<file path="src/hw/rtl/smam_pkg.sv">
// types and constants for the sparse matrix add merge block
// no dependencies; imported by the top level and its checker
package smam_pkg;

  localparam int LIST_DEPTH = 32;
  localparam int IDX_W = (LIST_DEPTH > 1) ? $clog2(LIST_DEPTH) : 1;
  localparam int CNT_W = $clog2(LIST_DEPTH + 1);

  typedef enum logic [1:0] {
    MODE_LOAD_FIRST  = 2'd0,
    MODE_LOAD_SECOND = 2'd1,
    MODE_RUN         = 2'd2
  } mode_t;

  typedef enum logic [1:0] {
    S_IDLE,
    S_READ,
    S_EMIT
  } state_t;

  typedef struct packed {
    mode_t              mode;
    logic [15:0]        term_row;
    logic [15:0]        term_column;
    logic signed [31:0] term_value;
  } in_word_t;

  typedef struct packed {
    logic [15:0]        out_row;
    logic [15:0]        out_column;
    logic signed [31:0] out_value;
    logic               last;
    logic               empty_res;
    logic               overflow;
  } out_word_t;

  // one stored list entry: row, column, value
  typedef struct packed {
    logic [15:0] row;
    logic [15:0] column;
    logic [31:0] value;
  } term_t;

endpackage

</file>
<file path="src/hw/rtl/sparse_matrix_add_merge.sv">
// Sparse matrix addition by coordinate-list merge. Load words (mode 0 or 1)
// append one term to the first or second list, taken one per cycle when idle;
// a load into a full list (32 terms) is dropped and sets the overflow flag
// carried on the next run's results. A run word (mode 2) merges the two lists
// in row-major order through one shared compare and add unit and emits one
// word per result term, the final one marked last, then empties both lists.
// Each result passes through S_READ, for the list memory read, then S_EMIT,
// for the compare and add, where out_stall can hold the output register. A run
// with both lists empty emits one empty_res word. in_stall is high for the whole
// run; mode 3 is accepted and ignored.
// depends on smam_pkg
module sparse_matrix_add_merge
  import smam_pkg::*;
(
  input  logic      clk,
  input  logic      rst_n,
  input  logic      in_valid,
  output logic      in_stall,
  input  in_word_t  in_data,
  output logic      out_valid,
  input  logic      out_stall,
  output out_word_t out_data
);

  state_t     state_r, state_nxt;
  logic [CNT_W-1:0] cnt_a_r, cnt_a_nxt, cnt_b_r, cnt_b_nxt;
  logic [CNT_W-1:0] i_r, i_nxt, j_r, j_nxt;
  logic       dropped_r, dropped_nxt;
  logic       out_valid_r, out_valid_nxt;
  out_word_t  out_data_r, out_data_nxt;
  logic       out_load;

  term_t      mem_a_r [LIST_DEPTH];
  term_t      mem_b_r [LIST_DEPTH];
  term_t      rd_a_r, rd_b_r;

  logic       in_acc, wr_a, wr_b;
  term_t      wr_term;

  // shared merge unit signals
  logic        a_ok, b_ok, take_a, take_b;
  logic [31:0] key_a, key_b, key_sel, sum;
  logic [CNT_W-1:0] i_step, j_step;
  logic        is_last;

  assign in_stall = (state_r != S_IDLE);
  assign in_acc   = in_valid && !in_stall;
  assign wr_term  = '{row: in_data.term_row, column: in_data.term_column,
                      value: in_data.term_value};
  assign wr_a = in_acc && (in_data.mode == MODE_LOAD_FIRST)
                && (cnt_a_r < CNT_W'(LIST_DEPTH));
  assign wr_b = in_acc && (in_data.mode == MODE_LOAD_SECOND)
                && (cnt_b_r < CNT_W'(LIST_DEPTH));

  // list memories, one write and one registered read each
  always_ff @(posedge clk) begin
    if (wr_a) begin
      mem_a_r[cnt_a_r[IDX_W-1:0]] <= wr_term;
    end
    if (wr_b) begin
      mem_b_r[cnt_b_r[IDX_W-1:0]] <= wr_term;
    end
    rd_a_r <= mem_a_r[i_r[IDX_W-1:0]];
    rd_b_r <= mem_b_r[j_r[IDX_W-1:0]];
  end

  // compare the two heads and add where coordinates match
  always_comb begin
    a_ok   = (i_r < cnt_a_r);
    b_ok   = (j_r < cnt_b_r);
    key_a  = {rd_a_r.row, rd_a_r.column};
    key_b  = {rd_b_r.row, rd_b_r.column};
    take_a = a_ok && (!b_ok || (key_a <= key_b));
    take_b = b_ok && (!a_ok || (key_b <= key_a));
    key_sel = take_a ? key_a : (take_b ? key_b : 32'd0);
    sum    = (take_a ? rd_a_r.value : 32'd0) + (take_b ? rd_b_r.value : 32'd0);
    i_step = i_r + CNT_W'(take_a);
    j_step = j_r + CNT_W'(take_b);
    is_last = !((i_step < cnt_a_r) || (j_step < cnt_b_r));
  end

  always_comb begin
    state_nxt    = state_r;
    cnt_a_nxt    = cnt_a_r;
    cnt_b_nxt    = cnt_b_r;
    i_nxt        = i_r;
    j_nxt        = j_r;
    dropped_nxt  = dropped_r;
    out_load     = 1'b0;
    out_data_nxt = out_data_r;
    case (state_r)
      S_IDLE: begin
        if (in_acc) begin
          case (in_data.mode)
            MODE_LOAD_FIRST: begin
              if (wr_a) cnt_a_nxt = cnt_a_r + CNT_W'(1);
              else dropped_nxt = 1'b1;
            end
            MODE_LOAD_SECOND: begin
              if (wr_b) cnt_b_nxt = cnt_b_r + CNT_W'(1);
              else dropped_nxt = 1'b1;
            end
            MODE_RUN: begin
              i_nxt     = '0;
              j_nxt     = '0;
              state_nxt = S_READ;
            end
            default: ;
          endcase
        end
      end
      // heads are being read from the list memories
      S_READ: begin
        state_nxt = S_EMIT;
      end
      S_EMIT: begin
        if (!out_valid_r || !out_stall) begin
          out_load               = 1'b1;
          out_data_nxt.out_row    = key_sel[31:16];
          out_data_nxt.out_column = key_sel[15:0];
          out_data_nxt.out_value  = sum;
          out_data_nxt.last       = is_last;
          out_data_nxt.empty_res  = !a_ok && !b_ok;
          out_data_nxt.overflow   = dropped_r;
          i_nxt = i_step;
          j_nxt = j_step;
          if (is_last) begin
            state_nxt   = S_IDLE;
            cnt_a_nxt   = '0;
            cnt_b_nxt   = '0;
            dropped_nxt = 1'b0;
          end else begin
            state_nxt = S_READ;
          end
        end
      end
      default: begin
        state_nxt = S_IDLE;
      end
    endcase
    out_valid_nxt = out_load || (out_valid_r && out_stall);
  end

  always_ff @(posedge clk) begin
    if (!rst_n) begin
      state_r     <= S_IDLE;
      cnt_a_r     <= '0;
      cnt_b_r     <= '0;
      i_r         <= '0;
      j_r         <= '0;
      dropped_r   <= 1'b0;
      out_valid_r <= 1'b0;
    end else begin
      state_r     <= state_nxt;
      cnt_a_r     <= cnt_a_nxt;
      cnt_b_r     <= cnt_b_nxt;
      i_r         <= i_nxt;
      j_r         <= j_nxt;
      dropped_r   <= dropped_nxt;
      out_valid_r <= out_valid_nxt;
    end
  end

  always_ff @(posedge clk) begin
    if (out_load) begin
      out_data_r <= out_data_nxt;
    end
  end

  assign out_valid = out_valid_r;
  assign out_data  = out_data_r;

endmodule

</file>
<file path="config.mk">
export PLATFORM = sky130hd
export DESIGN_NAME = sparse_matrix_add_merge
export DESIGN_NICKNAME = d
export VERILOG_FILES = /design/src/hw/rtl/smam_pkg.sv /design/src/hw/rtl/sparse_matrix_add_merge.sv
export SDC_FILE = /design/constraint.sdc
export NUM_CORES = 2
export LEC_CHECK = 0
export BUFFER_PORTS_ARGS = -buffer_cell sky130_fd_sc_hd__buf_2
export CAP_MARGIN = 20
export CORE_MARGIN = 1.5
export CORE_UTILIZATION = 54
export CTS_BUF_LIST = sky130_fd_sc_hd__clkbuf_8
export DETAILED_ROUTE_END_ITERATION = 8
export GPL_TIMING_DRIVEN = 0
export PLACE_DENSITY = 0.7
export SYNTH_ARGS = -nofsm -noshare
export SYNTH_HDL_FRONTEND = slang
export SYNTH_SLANG_ARGS = --single-unit
export TNS_END_PERCENT = 10
</file>
<file path="constraint.sdc">
create_clock -name clk -period 5.3 [get_ports clk]
set_input_delay 0.265 -clock clk [delete_from_list [all_inputs] [get_ports clk]]
set_output_delay 0.265 -clock clk [all_outputs]
set_load 0.005 [all_outputs]
</file>
==> results_dict.tcl <==
set metrics [dict create \
    r2r_setup_slack_ps 20 \
    cts_tree "done" \
    setup_viol 0 \
    synthSimpleGateAreaFrac 0.02085 \
    synth_seq_cells 4319 \
    drc 0 \
    initial_core_util 0.5443 \
    pwr-share-comb 0.023 \
    cap_violations 0 \
    gp_congestion 0.8995 \
    crit_path_end_kind "flip-flop" \
    postSynthAreaPerCell_um2 19.04 \
    die_w_um 558.9 \
    drt_first_pass_iters 9 \
    syn_area_um2 166900 \
    synth_fa_ha_area_frac 0.007244 \
    fmax_mhz 189.4 \
    max_stage_delay_ps 490 \
    cts_buffers 667 \
    r2r-start "cnt_b_r[4]" \
    yosysSeqAreaShare 0.7679 \
    wl_mm 465.8 \
    sw_frac_of_total 0.2172 \
    worstPathArrival_ps 6330 \
    cp.required_ps 6350 \
    drive_gt1_frac 0.2204 \
    worstHoldEndpoint "mem_b_r[22][0]" \
    via_per_inst 6.373 \
    drtAntennaViolNets 0 \
    root_buffer "clkbuf_8" \
    num_rows 203 \
    layout_min_cycle_time_ps 5281 \
    rsz0062_at_grt "true" \
    reg2reg_depth 23 \
    maxSlewHeadroom 0.01433 \
    grt_first_pass_wirelength_mm 649.9 \
    synth_mux_area_frac 0.1344 \
    path_max_fanout 7 \
    stdcell_area_um2 192900 \
    status "complete, no violations" \
    peakVddDrop_mv 0.2867 \
    synth_edf_count 4163 \
    path_cells "inv_1 -> ha_1 -> nand2_1 -> o31ai_4 -> a2111o_1 -> a211oi_4 -> buf_6 -> a21boi_4 -> buf_12 -> clkbuf_16 -> and2_4 -> ha_4 -> a21o_1 -> nor2b_1 -> a21oi_1 -> nand3b_1 -> a211oi_4 -> buf_6 -> buf_4 -> o21bai_1 -> or3_4 -> a311oi_2 -> buf_4" \
    powerDensity_nw_per_um2 336.3 \
    layout_worst_path_cycle_share 0.9964 \
    worst_pin_slew_ps 1479 \
    cp_slowest_cell "a2111o_1" \
    hp-start "in_data[0]" \
    hold_path_class "in2reg" \
    switchingPower_w 0.01409 \
    startpoint_type "flip-flop" \
    synth_compound_area_frac 0.05447 \
    io_pins 139 \
    synthXorXnorAreaFrac 0.001920 \
    vias 92950 \
    ys_warn_count 0 \
    drt_iter0_markers 13480 \
    antenna_found_initial 22 \
    hold_violations 0 \
    p_clk_frac 0.398 \
    power_w 0.06486 \
    finish.utilization 0.6291 \
    whs_ps 27.32 \
    layout.nets 10130 \
    p_seq_frac 0.579 \
    slew_viol_final 0 \
    grt_max_degree 65 \
    clockBufferDepth 4 \
    clk_pin_slew_ps 70 \
    synthFlopType "edfxtp_1" \
    syn_nets 8928 \
    h-tree-depth 6 \
    ys_types 64 \
    synth_top_family_by_area "multiplexers" \
    gr-usage-all-layers 0.2949 \
    cts_sinks 4319 \
    overflow 0 \
    area.growth.synth_to_final_pct 15.59 \
    first_global_vias 91380 \
    clk_latency_ps 1210 \
    placed_cell_area_um2 177500 \
    fin_tns_setup_ps 0 \
    synthCells 8762 \
    p_leak_nw 59.36 \
    io_buffers 138 \
    core_um2 306600 \
    finalClockSkew_ps 58.30 \
    holdPathStages 2 \
    wire_per_inst_um 31.93 \
    synthArstFlopShare 0 \
    die_area_um2 312300 \
    worstReg2RegEnd "out_data[32]" \
    hpwl_mm 315.8 \
    n_fill_cell 20760 \
    crit_type "reg2reg" \
    p_int_w 0.05077 \
    chipHeight_um 558.9 \
]
==> layout make-up <==
type                       count  area (um2)  area share
antenna                        9       22.52   0.0001168
sequential                  4319      128200      0.6645
clock inverter               494        2788     0.01445
tap                         4100        5130     0.02660
inverter                      61       236.5    0.001226
timing repair buffer         539        7488     0.03883
buffer                       470        2032     0.01054
multi-input combinational   3905       37550      0.1947
clock buffer                 688        9469     0.04910
==> flip-flops by register name (all words and copies together) (netlist names) <==
signal / flops
rd_b_r: 32
dropped_r: 1
out_valid: 1
j_r: 6
mem_b_r: 2048
mem_a_r: 2048
i_r: 6
cnt_b_r: 6
key_b: 32
out_data: 67
key_a: 32
cnt_a_r: 6
state_r: 2
rd_a_r: 32
==> power groups by stage <==
| stage | Combinational [W] | Clock, W | Sequential, W |
|---|---|---|---|
| 6_report | 0.00149 | 0.0258 | 0.0375 |
| 5_1_grt | 0.00156 | 0.0275 | 0.0375 |
| 2_1_floorplan | 0.000387 | 0 | 0.0382 |
| 3_5_place_dp | 0.00123 | 0 | 0.0383 |
| 3_3_place_gp | 0.00113 | 0 | 0.0383 |
| 4_1_cts | 0.00131 | 0.0261 | 0.0376 |
==> per-stage QoR <==
| stage | std cells | worst slack (ps) |
|---|---|---|
| after global placement | 13000 | -3643 |
| after global routing | 14580 | -69.45 |
| after floorplan | 8762 | 444.1 |
| after CTS | 14480 | 8.661 |
| final | 14590 | 19.14 |
| after detailed placement | 13210 | -2260 |
==> cells in the final DEF (no fill, tap or decap), types with 11 or more instances in the layout <==
| cell type | instances |
|---|---|
| a21o_1 | 22 |
| a21oi_1 | 408 |
| a22o_1 | 34 |
| and2_1 | 35 |
| buf_1 | 96 |
| buf_12 | 211 |
| buf_16 | 35 |
| buf_2 | 242 |
| buf_4 | 30 |
| buf_6 | 14 |
| buf_8 | 24 |
| bufinv_16 | 13 |
| clkbuf_1 | 247 |
| clkbuf_8 | 688 |
| clkinv_1 | 136 |
| clkinv_2 | 46 |
| clkinv_8 | 12 |
| dfxtp_1 | 145 |
| dlygate4sd3_1 | 99 |
| edfxtp_1 | 4163 |
| ha_1 | 79 |
| inv_1 | 302 |
| inv_12 | 14 |
| inv_6 | 11 |
| mux2_2 | 243 |
| mux2i_1 | 745 |
| mux4_2 | 543 |
| nand2_1 | 531 |
| nand2b_1 | 11 |
| nand3_1 | 33 |
| nand4_1 | 13 |
| nor2_1 | 34 |
| nor2_4 | 67 |
| nor2b_1 | 49 |
| o21ai_0 | 388 |
| o221ai_1 | 365 |
| o22ai_1 | 125 |
| xnor2_1 | 20 |
==> critical path, delay by kind of cell, from the launching register on <==
kind            cells  cell delay (ps)
compound gates      9             1890
fa+ha+maj           2              590
buf+inv             7             1170
simple gates        5             1020
flops               1              410
==> cell families (layout without fill, tap and decap cells) <==
family                     Yosys count  in the layout
DFF                               4319           4319
muxes                             1531           1531
AOI/OAI and AO/OA                 1430           1430
and+or+nand+nor                    813            813
buffers and inverters              538           2252
adders and majority gates           96             96
xor gates and xnor gates            35             35
other                                0              9
==> cell usage after synthesis (34+ instances only) <==
cell type  count  share of area
nand2_1      532          0.012
nor2b_1       53         0.0020
nor2_1       101         0.0023
a21oi_1      418          0.013
nand3_1       34         0.0010
and2_1        39         0.0015
o22ai_1      125         0.0047
inv_1         61         0.0014
mux2i_1      745          0.045
clkbuf_1     267         0.0060
edfxtp_1    4163           0.75
mux2_2       243          0.016
ha_1          95         0.0071
o21ai_0      394          0.012
dfxtp_1      156          0.019
buf_2        103         0.0031
o221ai_1     365          0.019
buf_1         99         0.0022
a22o_1        34         0.0018
mux4_2       543          0.073
==> timing repair <==
item,in CTS,in global routing
endpoints found under the setup margin,43,26
gates cloned,0,3
hold buffers,79,20
buffers inserted,13,17
resized for setup,66,89
hold endpoints to repair,4124,157
pin swaps,23,28
==> routing by layer <==
metal / vias to the layer above / global-route usage / routed length (um)
li1: 38330 / - / -
met1: 47560 / 0.4090 / 176300
met2: 6056 / 0.4545 / 213800
met3: 1000 / 0.06045 / 52340
met4: 10 / 0.1343 / 23260
met5: - / 0 / 82
==> worst max path at each step <==
stage | slack (ps) | to | startpoint | depth (start not counted)
after floorplan | 440 | out_data[27] | cnt_b_r[3] | 21
final | 20 | out_data[32] | cnt_b_r[4] | 23
after global placement | -3640 | mem_a_r[10][37] | state_r[0] | 7
after global routing | -70 | out_data[29] | cnt_b_r[4] | 22
after CTS | 9 | out_data[34] | cnt_b_r[2] | 21
after detailed placement | -2260 | out_data[34] | cnt_b_r[3] | 20
Note: power is estimated with default switching activity, not from simulation.
